$ cat config.mk
export PLATFORM = sky130hd
export DESIGN_NAME = pmpa_divider
export DESIGN_NICKNAME = d
export VERILOG_FILES = /design/src/design/pmpa_pkg.sv /design/src/design/pmpa_divider.sv
export SDC_FILE = /design/constraint.sdc
export NUM_CORES = 1
export LEC_CHECK = 0
export ABC_AREA = 0
export BUFFER_PORTS_ARGS = -buffer_cell sky130_fd_sc_hd__buf_2
export CAP_MARGIN = 20
export CORE_MARGIN = 2
export CORE_UTILIZATION = 48
export DETAILED_ROUTE_END_ITERATION = 16
export PLACE_DENSITY = 0.69
export SLEW_MARGIN = 20
export SYNTH_ARGS = -nofsm -noshare
export SYNTH_HDL_FRONTEND = slang
export SYNTH_SLANG_ARGS = --single-unit
$ cat constraint.sdc
create_clock -name clk -period 10 [get_ports clk]
set_input_delay 0.5 -clock clk [delete_from_list [all_inputs] [get_ports clk]]
set_output_delay 0.5 -clock clk [all_outputs]
set_load 0.005 [all_outputs]
$ cat src/design/pmpa_pkg.sv
// Package with widths, sequencer codes and shared types of the point mass accumulator.
package pmpa_pkg;

  localparam int COORD_WIDTH  = 16;
  localparam int WEIGHT_WIDTH = 16;
  localparam int MASS_WIDTH   = 32;
  localparam int MOM_WIDTH    = 48;
  localparam int INR_WIDTH    = 64;
  localparam int DIAG_WIDTH   = 63;
  localparam int QUO_WIDTH    = 48;
  localparam int QCNT_WIDTH   = 6;

  // Sequencer state codes.
  localparam logic [2:0] ST_IDLE  = 3'd0;
  localparam logic [2:0] ST_ACCUM = 3'd1;
  localparam logic [2:0] ST_DIV   = 3'd2;
  localparam logic [2:0] ST_OUT   = 3'd3;
  localparam logic [2:0] ST_SQR   = 3'd4;
  localparam logic [2:0] ST_MUL   = 3'd5;
  localparam logic [2:0] ST_LOAD  = 3'd6;

  // Control between the top level and the divider.
  typedef struct packed {
    logic                 start;
    logic                 neg;
    logic [MOM_WIDTH-1:0] mag;
  } div_req_t;

  typedef struct packed {
    logic                   done;
    logic [COORD_WIDTH-1:0] coord;
  } div_rsp_t;

endpackage

$ cat src/design/pmpa_divider.sv
// Restoring divider, one quotient bit per cycle, with centroid saturation.
module pmpa_divider (
  input  logic                          clk,
  input  logic                          rst_n,
  input  pmpa_pkg::div_req_t            req,
  input  logic [pmpa_pkg::MASS_WIDTH-1:0] divisor,
  output pmpa_pkg::div_rsp_t            rsp
);
  import pmpa_pkg::*;

  localparam int CMAX = (1 << (COORD_WIDTH - 1)) - 1;

  logic                  busy_r, busy_nxt;
  logic [QCNT_WIDTH-1:0] cnt_r, cnt_nxt;
  logic [QUO_WIDTH-1:0]  quo_r, quo_nxt;
  logic [MASS_WIDTH:0]   rem_r, rem_nxt;
  logic                  neg_r, neg_nxt;
  logic                  done_r, done_nxt;
  logic [COORD_WIDTH-1:0] coord_r, coord_nxt;
  logic [MASS_WIDTH:0]   trial;
  logic [MASS_WIDTH:0]   shifted;
  logic [QUO_WIDTH-1:0]  qfin;

  // One shift and subtract per cycle.
  always_comb begin
    busy_nxt  = busy_r;
    cnt_nxt   = cnt_r;
    quo_nxt   = quo_r;
    rem_nxt   = rem_r;
    neg_nxt   = neg_r;
    done_nxt  = 1'b0;
    coord_nxt = coord_r;
    shifted   = {rem_r[MASS_WIDTH-1:0], quo_r[QUO_WIDTH-1]};
    trial     = shifted - {1'b0, divisor};
    qfin      = '0;
    if (req.start) begin
      busy_nxt = 1'b1;
      cnt_nxt  = QCNT_WIDTH'(QUO_WIDTH);
      quo_nxt  = req.mag;
      rem_nxt  = '0;
      neg_nxt  = req.neg;
    end else if (busy_r) begin
      if (!trial[MASS_WIDTH]) begin
        rem_nxt = trial;
        quo_nxt = {quo_r[QUO_WIDTH-2:0], 1'b1};
      end else begin
        rem_nxt = shifted;
        quo_nxt = {quo_r[QUO_WIDTH-2:0], 1'b0};
      end
      cnt_nxt = cnt_r - 1'b1;
      if (cnt_r == QCNT_WIDTH'(1)) begin
        busy_nxt = 1'b0;
        done_nxt = 1'b1;
        qfin     = quo_nxt;
        if (divisor == '0) begin
          coord_nxt = '0;
        end else if (neg_r) begin
          if (qfin > QUO_WIDTH'(CMAX + 1)) coord_nxt = COORD_WIDTH'(CMAX + 1);
          else coord_nxt = COORD_WIDTH'(~qfin + 1'b1);
        end else begin
          if (qfin > QUO_WIDTH'(CMAX)) coord_nxt = COORD_WIDTH'(CMAX);
          else coord_nxt = COORD_WIDTH'(qfin);
        end
      end
    end
  end

  always_ff @(posedge clk) begin
    if (!rst_n) begin
      busy_r <= 1'b0;
      done_r <= 1'b0;
      cnt_r  <= '0;
    end else begin
      busy_r <= busy_nxt;
      done_r <= done_nxt;
      cnt_r  <= cnt_nxt;
    end
    quo_r   <= quo_nxt;
    rem_r   <= rem_nxt;
    neg_r   <= neg_nxt;
    coord_r <= coord_nxt;
  end

  assign rsp.done  = done_r;
  assign rsp.coord = coord_r;

endmodule

Word-level counts from Yosys, hierarchy flattened
Index checks and enable logic that the tools add are counted.
Cells by class
  bitwise operators: 4
  multiplexer cells: 15
  order comparisons: 2
  $add $sub $neg: 3
  reduce and logical (&&, ||, !) cells: 5
  equal/unequal tests: 1
Operators with widths (number)
  48-bit two-way mux: 4
  48-bit by 15-bit greater-than comparator with 1-bit output, second input constant: 1
  48-bit by 16-bit greater-than comparator with 1-bit output, second input constant: 1
  16-bit two-way mux: 3
  33-bit by 32-bit subtractor with 33-bit output: 1
  32-bit zero test: 1
  32-bit two-way mux: 1
  16-bit by 1-bit adder with 16-bit output, second input constant: 1
  16-bit NOT: 1
  6-bit two-way mux: 2
  6-bit by 1-bit equality test with 1-bit output, second input constant: 1
  6-bit by 1-bit subtractor with 6-bit output, second input constant: 1
  1-bit two-way mux: 5
  1-bit NOT: 3
  3-bit AND reduction: 1
  3-bit OR reduction: 1
  2-bit nonzero test: 1
  2-bit OR reduction: 1
Storage, ports and cells
  output and inout port bits: 17
  logic and storage cells: 38
  bits of input ports: 84
  register bits after elaboration: 105

Longest topological paths before layout
Gate-level depths: netlist of run 1.
  depth in word-level cells: 8
  mapped depth: 22

Worst setup path before layout of run 1
OpenSTA, ideal clock, no wires.
  path kind: input -> register
  from: input divisor[0] (netlist bit)
  to: register coord_r[10] (data pin)
  path slack: 5.738 ns
  stages: 20
  data required time: 9.726 ns
  data arrival time: 3.988 ns
  path through: ha_1 -> fa_1 -> nand2b_1 -> a21oi_2 -> o211ai_1 -> a21boi_2 -> o2111ai_4 -> a21oi_2 -> o21ai_2 -> and2_4 -> buf_6 -> inv_4 -> buf_4 -> ha_1 -> nor3b_1 -> nand2_1 -> nor2_1 -> a31oi_1 -> o21ai_0 -> nor2_1
Between the ends
  cells in the longest elaborated chain, start to end: 8
RTL lines
  from (decl): line pmpa_divider.sv:6  | input logic [pmpa_pkg::MASS_WIDTH-1:0] divisor,
  branches (longest 8 deep; another with 48-bit by 15-bit greater-than comparator with 1-bit output)
  to (signal assigned): line pmpa_divider.sv:81  | coord_r <= coord_nxt;
  to (decl): line pmpa_divider.sv:19  | logic [COORD_WIDTH-1:0] coord_r, coord_nxt;
Several ways; the timed one is not identified. The select of a mux whose other input is x is not followed.
A chain may end at the register's enable or synchronous reset.

Worst setup path in the final report of run 1
  from: register quo_r[47]
  to: register coord_r[10] (data pin)
Between the ends
  cells in the longest elaborated chain, start to end: 8
RTL lines
  from (decl): line pmpa_divider.sv:15  | logic [QUO_WIDTH-1:0] quo_r, quo_nxt;
  from (signal assigned): line pmpa_divider.sv:78  | quo_r <= quo_nxt;
  33-bit by 32-bit subtractor with 33-bit output *: line pmpa_divider.sv:34  | trial = shifted - {1'b0, divisor};
  1-bit two-way mux *: line pmpa_divider.sv:43  | if (!trial[MASS_WIDTH]) begin
  48-bit two-way mux *: line pmpa_divider.sv:42  | end else if (busy_r) begin
  48-bit two-way mux *: line pmpa_divider.sv:36  | if (req.start) begin
  branches (longest 3 deep; another with 48-bit by 15-bit greater-than comparator with 1-bit output)
  16-bit two-way mux *: line pmpa_divider.sv:57  | end else if (neg_r) begin
Every way passes the cells marked *. The select of a mux whose other input is x is not followed.

==> metrics.md, run 1 <==
| Metric | Value |
|---|---|
| Final hold violations | `0` |
| Antenna diodes | `0` |
| Number of clock sinks | `roughly 110` |
| Final Non-Filler Cells | `between 1,000 and 1,500` |
| Starting DRT DRC Count | `between 400 and 500` |
| Area of the die | `around 15,000 sq um` |
| Sw Pwr | `approximately 0.38 mW` |
| Setup Skew | `8.76 ps` |
| Adder and majority gate portion of the synthesized area | `slightly below 7%` |
| RSZ-0062 raised after global routing | `no` |
| Count of unique library cells instantiated by Yosys | `64` |
| Layout cells sized above 1 | `approximately 22%` |
| Setup bufs post-CTS | `0` |
| Length of the first detailed-routing pass in iterations | `5` |
| Clock Pin Slew Worst Setup and Hold Paths | `approximately 80 ps` |
| Worst setup EP type | `flip-flop` |
| Overall global routing resource usage | `21.8%` |
| Total congestion overflow | `0` |
| Post-DP HPWL | `11.7 mm` |
| Sort of element at the start of the critical path | `flip-flop` |
| Number of nets still failing antenna checks after routing | `0` |
| Combinational power share | `23.7%` |
| Post-Synth XOR/XNOR Area | `about 3.8%` |
| Status | `complete, no violations` |
| Height of the chip | `123 um` |
| Average wire per cell in the routed design | `~16 um` |
| Slew at the pin closest to its max-slew limit | `~980 ps` |
| Placement row count | `43` |
| Synthesized Nets | `roughly 860` |
| Number of global-route vias before repair | `5,632` |
| Die span in x | `between 100 and 150 um` |
| Tot Pwr | `roughly 1.2 mW` |
| Final number of max-transition violations | `0` |
| Sequential power share | `between 40% and 50%` |
| Number of cells after detailed placement | `between 900 and 1,000` |
| Flip-flop cell with the highest count after synthesis | `sky130_fd_sc_hd__edfxtp_1` |
| Compound-cell area share of the yosys netlist | `18.5%` |
| Remaining routing DRC violations | `0` |
| Achievable frequency | `roughly 210 MHz` |
| Final cycle utilization of the critical path | `roughly half` |
| I/O pins | `approximately 100` |
| Area share of and/or/nand/nor cells after synthesis | `between 10% and 20%` |
| Share of synthesized area spent on multiplexers | `~7.6%` |
| Post-cts resize count | `0` |
| Async S/R FF share, synth | `0%` |
| Warnings, synthesis | `0` |
| Library cell occupying the most area in the post-synthesis netlist | `sky130_fd_sc_hd__edfxtp_1` |
| Cell area after technology mapping | `slightly below 7000 sq um` |
| Routed vias | `about 5,800` |
| Number of synthesized flops with an enable pin | `65` |
| Final setup viols | `0` |
| Power per cell area | `around 160 nW/um^2` |
| Layout overhead on the synthesized area | `14.1%` |
| Most area-consuming cells after synthesis | `sky130_fd_sc_hd__edfxtp_1 (29%), sky130_fd_sc_hd__dfxtp_1 (12%), sky130_fd_sc_hd__mux2_2 (7.3%)` |
| Slack of the worst reg-to-reg path | `roughly 5100 ps` |
| Top cells by count, synth | `sky130_fd_sc_hd__nand2_1 (93), sky130_fd_sc_hd__nor2_1 (73), sky130_fd_sc_hd__edfxtp_1 (65), sky130_fd_sc_hd__inv_1 (45), sky130_fd_sc_hd__mux2_2 (44)` |
| Worst min-delay path category | `in -> reg` |
| Root buf cell | `sky130_fd_sc_hd__clkbuf_16` |
| Wire length of the first global-routing pass | `approximately 26 mm` |
| Clock group share of total power | `32.3%` |
| Initial antenna violation count | `0` |
| Number of levels in the clock H-tree | `3` |
| Most frequent cell after synthesis | `sky130_fd_sc_hd__nand2_1` |
| Peak supply drop | `roughly 0.09 mV` |
| Max-capacitance violation count | `0` |
| Largest family of logic cells by synthesized area | `compound AO/OA/AOI/OAI gates` |
| Req. time, crit path | `10,090 ps` |
| LEAKAGE | `3.14 nW` |
| Gate Count Post-Synth | `between 700 and 800` |
| Post-CTS Hold Buffers | `0` |
| Final wirelength | `between 15 and 20 mm` |
| Critical path type | `reg -> reg` |
| Total internal power | `0.856 mW` |
| Clock tree from TritonCTS | `done` |
| Share of the yosys chip area belonging to registers | `approximately two fifths` |
| Maximum clock insertion buffer count | `2` |
| Largest net degree at the start of global routing | `64` |
| Number of I/O port buffers | `100` |
| Nets | `around 940` |
| Average via count per standard cell | `approximately 5.8` |
| Minimum period implied by the final worst setup slack | `between 4000 and 5000 ps` |
| Clock Latency Late Sink | `~350 ps` |
| Remaining max-slew budget at the tightest pin | `34.6%` |
| CP Max Fanout | `36` |
| Share of Yosys cell area claimed by the top area cell type | `between 20 and 30%` |
| Global placement routability congestion | `between 0.8 and 0.9` |
| Number of synthesized register bits | `between 100 and 150` |
| Starting density of the core | `48.9%` |
| Standard cell core area | `between 10,000 and 15,000 sq um` |
| Total clock buffers created by CTS | `9` |
| Crit path DAT | `about 5000 ps` |
| Sw Share | `between 30 and 40%` |
| Average size of a mapped cell | `just over 9 sq um` |
| Post-Route Setup TNS | `0 ps` |
==> metrics by stage <==
| step | hold slack [ps] | setup slack [ps] | util [%] | cell area, sq um |
|---|---|---|---|---|
| global route | 314 | 4660 | 55.8 | 7720 |
| finish | 322 | 5130 | 55.8 | 7720 |
| floorplan | 469 | 5740 | - | 6760 |
| global placement | 481 | 5010 | 53.3 | 7370 |
| CTS | 316 | 5090 | 55.7 | 7700 |
| detailed placement | 491 | 4880 | 53.3 | 7370 |
==> registers in the layout, summed over array words and instances (netlist names) <==
| register | flops |
|---|---|
| done_r | 1 |
| cnt_r | 6 |
| rem_r | 32 |
| busy_r | 1 |
| quo_r | 48 |
| neg_r | 1 |
| coord_r | 16 |
==> area by class of cell <==
cell class | instances | area, sq um
clock inverter | 7 | 106
tap | 180 | 225
sequential | 105 | 2760
multi-input combinational | 550 | 3700
inverter | 47 | 179
clock buffer | 9 | 225
fill | 1288 | 6110
timing repair buffer | 103 | 523
==> path summary, 6_finish.rpt <==
check,end,depth (start not counted),startpoint
worst min-delay path,neg_r,1,req[48]
worst min register to register,rem_r[4],2,rem_r[3]
worst max register to register,coord_r[10],19,quo_r[47]
worst max-delay path,coord_r[10],19,quo_r[47]
==> worst max-delay path, cell delays in order (launching register included) <==
cell and delay [ps]:
sky130_fd_sc_hd__edfxtp_1 380, sky130_fd_sc_hd__inv_1 60, sky130_fd_sc_hd__ha_1 200, sky130_fd_sc_hd__fa_1 380, sky130_fd_sc_hd__nand2b_1 200, sky130_fd_sc_hd__a21oi_2 170, sky130_fd_sc_hd__o211ai_1 140, sky130_fd_sc_hd__a21boi_2 250
sky130_fd_sc_hd__o2111ai_4 180, sky130_fd_sc_hd__a21oi_2 270, sky130_fd_sc_hd__o21ai_2 130, sky130_fd_sc_hd__and2_4 280, sky130_fd_sc_hd__inv_4 350, sky130_fd_sc_hd__ha_1 260, sky130_fd_sc_hd__nor3b_1 530, sky130_fd_sc_hd__nand2_1 170
sky130_fd_sc_hd__nor2_1 300, sky130_fd_sc_hd__a31oi_1 120, sky130_fd_sc_hd__o21ai_0 180, sky130_fd_sc_hd__nor2_1 50
==> power groups by stage <==
stage / sequential (mW) / clock [mW] / combinational (mW)
final: 0.544 / 0.398 / 0.293
after global routing: 0.550 / 0.422 / 0.330
after CTS: 0.543 / 0.406 / 0.293
after detailed placement: 0.553 / 0 / 0.291
after global placement: 0.551 / 0 / 0.285
after floorplan: 0.535 / 0 / 0.238
==> placed cells by master, fill, tap and decap left out, types with 6 or more instances in the layout <==
master                      Yosys  final
sky130_fd_sc_hd__nand3_1       13     13
sky130_fd_sc_hd__a21oi_1       39     39
sky130_fd_sc_hd__ha_1          35     35
sky130_fd_sc_hd__a31oi_1       15     15
sky130_fd_sc_hd__clkbuf_16      0      9
sky130_fd_sc_hd__inv_1         45     45
sky130_fd_sc_hd__nand2b_1       8      8
sky130_fd_sc_hd__a211oi_1       7      7
sky130_fd_sc_hd__and3_1         8      8
sky130_fd_sc_hd__nor2_1        73     73
sky130_fd_sc_hd__dfxtp_1       40     39
sky130_fd_sc_hd__xnor2_1       20     20
sky130_fd_sc_hd__mux2_2        44     44
sky130_fd_sc_hd__buf_2          4    100
sky130_fd_sc_hd__a21o_1        14     14
sky130_fd_sc_hd__o21ai_0       23     23
sky130_fd_sc_hd__xor2_1         9      9
sky130_fd_sc_hd__nand2_1       93     92
sky130_fd_sc_hd__nor3_1        11     11
sky130_fd_sc_hd__o21a_1         6      6
sky130_fd_sc_hd__a311oi_1      30     30
sky130_fd_sc_hd__nand4_1        8      8
sky130_fd_sc_hd__or3_1          8      8
sky130_fd_sc_hd__edfxtp_1      65     65
sky130_fd_sc_hd__nor4_1        19     17
==> routing by layer <==
layer / GRT usage [%] / routed length [um] / vias up
met5: 0 / 0 / -
met4: 7.61 / 323 / 0
met3: 2.83 / 578 / 23
met2: 36.8 / 7830 / 130
met1: 28.7 / 7190 / 2765
li1: - / - / 2870
==> cell families after synthesis <==
group / Yosys count
buffers and inverters: 80
AOI/OAI and AO/OA: 178
muxes: 46
DFF: 105
and+or+nand+nor: 261
xor gates and xnor gates: 29
adders and majority gates: 36
Power figures use the tool's default switching activity.
==> inputs of run 2 (changes only) <==
--- a/config.mk
+++ b/config.mk
@@ -11,7 +11,7 @@
 export CORE_MARGIN = 2
 export CORE_UTILIZATION = 48
 export DETAILED_ROUTE_END_ITERATION = 16
-export PLACE_DENSITY = 0.69
+export PLACE_DENSITY = 0.72
 export SLEW_MARGIN = 20
 export SYNTH_ARGS = -nofsm -noshare
 export SYNTH_HDL_FRONTEND = slang
==> constraint.sdc (replaced) <==
create_clock -name clk -period 4.4 [get_ports clk]
set_input_delay 0.22 -clock clk [delete_from_list [all_inputs] [get_ports clk]]
set_output_delay 0.22 -clock clk [all_outputs]
set_load 0.005 [all_outputs]
==> metrics.md, run 2 (synthesized netlist as in run 1, its figures left out) <==
| Metric | Value |
|---|---|
| Starting density of the core | `48.9% (unchanged)` |
| Critical path type | `reg -> reg` |
| Fill cell instance count of the final layout | `1,288 (unchanged)` |
| Slew at the pin closest to its max-slew limit | `898 ps (-83.2 ps)` |
| Number of nets still failing antenna checks after routing | `0 (unchanged)` |
| Clock Latency Late Sink | `350 ps (about the same)` |
| Clock Pin Slew Worst Setup and Hold Paths | `80 ps (about the same)` |
| Number of I/O port buffers | `100 (unchanged)` |
| Number of levels in the clock H-tree | `3 (unchanged)` |
| Worst setup EP type | `flip-flop` |
| Peak supply drop | `0.163 mV (+80%)` |
| Final number of max-transition violations | `0 (unchanged)` |
| Number of global-route vias before repair | `5,416 (-3.8%)` |
| Highest-count cells in the layout ignoring fill and taps | `sky130_fd_sc_hd__buf_2 (100), sky130_fd_sc_hd__nand2_1 (92), sky130_fd_sc_hd__nor2_1 (72)` |
| Wire length of the first global-routing pass | `26.0 mm (-1.6%)` |
| Post-CTS Hold Buffers | `0 (unchanged)` |
| Final cycle utilization of the critical path | `92.9% (+44 points)` |
| Final wirelength | `15.9 mm (-0.19%)` |
| Remaining routing DRC violations | `0 (unchanged)` |
| Achievable frequency | `245 MHz (+19%)` |
| Total congestion overflow | `0 (unchanged)` |
| Final setup viols | `0 (unchanged)` |
| Average wire per cell in the routed design | `15.8 um (-0.68%)` |
| Slack of the worst reg-to-reg path | `310 ps (-4820 ps)` |
| Combinational power share | `24.9% (+1.2 points)` |
| Total clock buffers created by CTS | `9 (unchanged)` |
| Setup bufs post-CTS | `0 (unchanged)` |
| Sort of element at the start of the critical path | `flip-flop` |
| Worst min-delay path category | `in -> reg` |
| Post-cts resize count | `0 (unchanged)` |
| Remaining max-slew budget at the tightest pin | `38.6% (+4.0 points)` |
| Clock group share of total power | `30.6% (-1.7 points)` |
| I/O pins | `101 (unchanged)` |
| Placed cell area | `7410 sq um (+0.51%)` |
| Req. time, crit path | `4590 ps (-5500 ps)` |
| Routed vias | `5,750 (-0.66%)` |
| Standard cell core area | `13,800 sq um (unchanged)` |
| Clock tree from TritonCTS | `done` |
| Post-Route Setup TNS | `0 ps (unchanged)` |
| Sequential power share | `44.4% (+0.4 points)` |
| Max-capacitance violation count | `0 (unchanged)` |
| Overall global routing resource usage | `21.7% (-0.15 points)` |
| Minimum period implied by the final worst setup slack | `4090 ps (-783 ps)` |
| Antenna diodes | `0 (unchanged)` |
| Die span in x | `123 um (unchanged)` |
| Total internal power | `1.89 mW (+120%)` |
| Nets | `941 (+0.53%)` |
| LEAKAGE | `3.14 nW (about the same)` |
| Crit path DAT | `4280 ps (-680 ps)` |
| Length of the first detailed-routing pass in iterations | `5 (unchanged)` |
| Layout cells sized above 1 | `22.6% (+0.59 points)` |
| Global placement routability congestion | `0.849 (-4.5%)` |
| Root buf cell | `sky130_fd_sc_hd__clkbuf_16` |
| RSZ-0062 raised after global routing | `no` |
| Max FFs per register | `48 (unchanged)` |
| Final hold violations | `0 (unchanged)` |
| Placement row count | `43 (unchanged)` |
| Area of all placed cells without fillers | `7730 sq um (+0.18%)` |
| Starting DRT DRC Count | `498 (+13%)` |
| Layout overhead on the synthesized area | `14.3%` |
| Setup Skew | `7.26 ps (-1.50 ps)` |
| Post-DP HPWL | `11.3 mm (-3.5%)` |
| Power per cell area | `356 nW/um^2 (+120%)` |
| Area of the die | `15,100 sq um (unchanged)` |
| Number of clock sinks | `105 (unchanged)` |
| Reg with most FFs | `quo_r` |
| Top flop regs | `quo_r: 48 flops, rem_r: 32 flops, coord_r: 16 flops` |
| Commonest non-fill, non-tap cell in the layout | `sky130_fd_sc_hd__buf_2` |
| Sw Share | `31.2% (+0.50 points)` |
| Sw Pwr | `0.859 mW (+130%)` |
| Height of the chip | `123 um (unchanged)` |
| CP Max Fanout | `6 (-83%)` |
| Maximum clock insertion buffer count | `2 (unchanged)` |
| Initial antenna violation count | `0 (unchanged)` |
| Status | `complete, no violations` |
| Average via count per standard cell | `5.72 (-1.2%)` |
| Largest net degree at the start of global routing | `63 (-1.6%)` |
## run 2: area by class of cell
cell class	instances	area (sq um)	area share, %
timing repair buffer	108	561	7.25
inverter	47	179	2.31
clock inverter	6	76.3	0.987
sequential	105	2750	35.6
multi-input combinational	550	3710	47.9
tap	180	225	2.91
clock buffer	10	229	2.96
## run 2: power groups by stage
stage / clock (mW) / combinational (mW) / sequential (mW)
after floorplan: 0 / 0.540 / 1.21
after global placement: 0 / 0.676 / 1.24
after detailed placement: 0 / 0.681 / 1.24
after CTS: 0.856 / 0.687 / 1.22
after global routing: 0.892 / 0.776 / 1.24
final: 0.843 / 0.686 / 1.22
## run 2: worst paths after layout
kind,cells past startpoint,start,to
max,19,quo_r[47],coord_r[10]
min,1,req[48],neg_r
max reg2reg,19,quo_r[47],coord_r[10]
min reg2reg,2,rem_r[18],rem_r[19]
## run 2: through the flow
step / setup slack [ps] / total power, mW / hold WS (ps) / util [%] / instances
after floorplan: 291 / 1.76 / 319 / - / 735
after global placement: 494 / 1.92 / 403 / 53.6 / 990
after detailed placement: 326 / 1.92 / 401 / 53.6 / 990
after CTS: 229 / 2.76 / 35.8 / 55.8 / 1006
after global routing: 30.1 / 2.90 / 35.2 / 55.9 / 1006
final: 310 / 2.75 / 46.2 / 55.9 / 1006
## run 2: critical path, stage by stage (launching register included)
cell	delay, ps
sky130_fd_sc_hd__edfxtp_1	340
sky130_fd_sc_hd__inv_1	50
sky130_fd_sc_hd__ha_1	210
sky130_fd_sc_hd__fa_1	390
sky130_fd_sc_hd__nand2b_1	200
sky130_fd_sc_hd__a21oi_2	170
sky130_fd_sc_hd__o211ai_1	140
sky130_fd_sc_hd__a21boi_2	260
sky130_fd_sc_hd__o2111ai_4	200
sky130_fd_sc_hd__a21oi_4	260
sky130_fd_sc_hd__o21ai_2	130
sky130_fd_sc_hd__and2_4	170
sky130_fd_sc_hd__inv_4	40
sky130_fd_sc_hd__ha_1	160
sky130_fd_sc_hd__nor3b_1	290
sky130_fd_sc_hd__nand2_1	180
sky130_fd_sc_hd__or2_2	310
sky130_fd_sc_hd__o211ai_1	180
sky130_fd_sc_hd__o21ai_0	110
sky130_fd_sc_hd__nor2_1	140
## run 2: routing by layer
metal | track usage, % | vias to the layer above | wire, um
met5 | 0 | - | 0
li1 | - | 2871 | -
met4 | 7.33 | 0 | 264
met1 | 29.1 | 2722 | 7370
met2 | 35.9 | 139 | 7590
met3 | 2.93 | 18 | 676
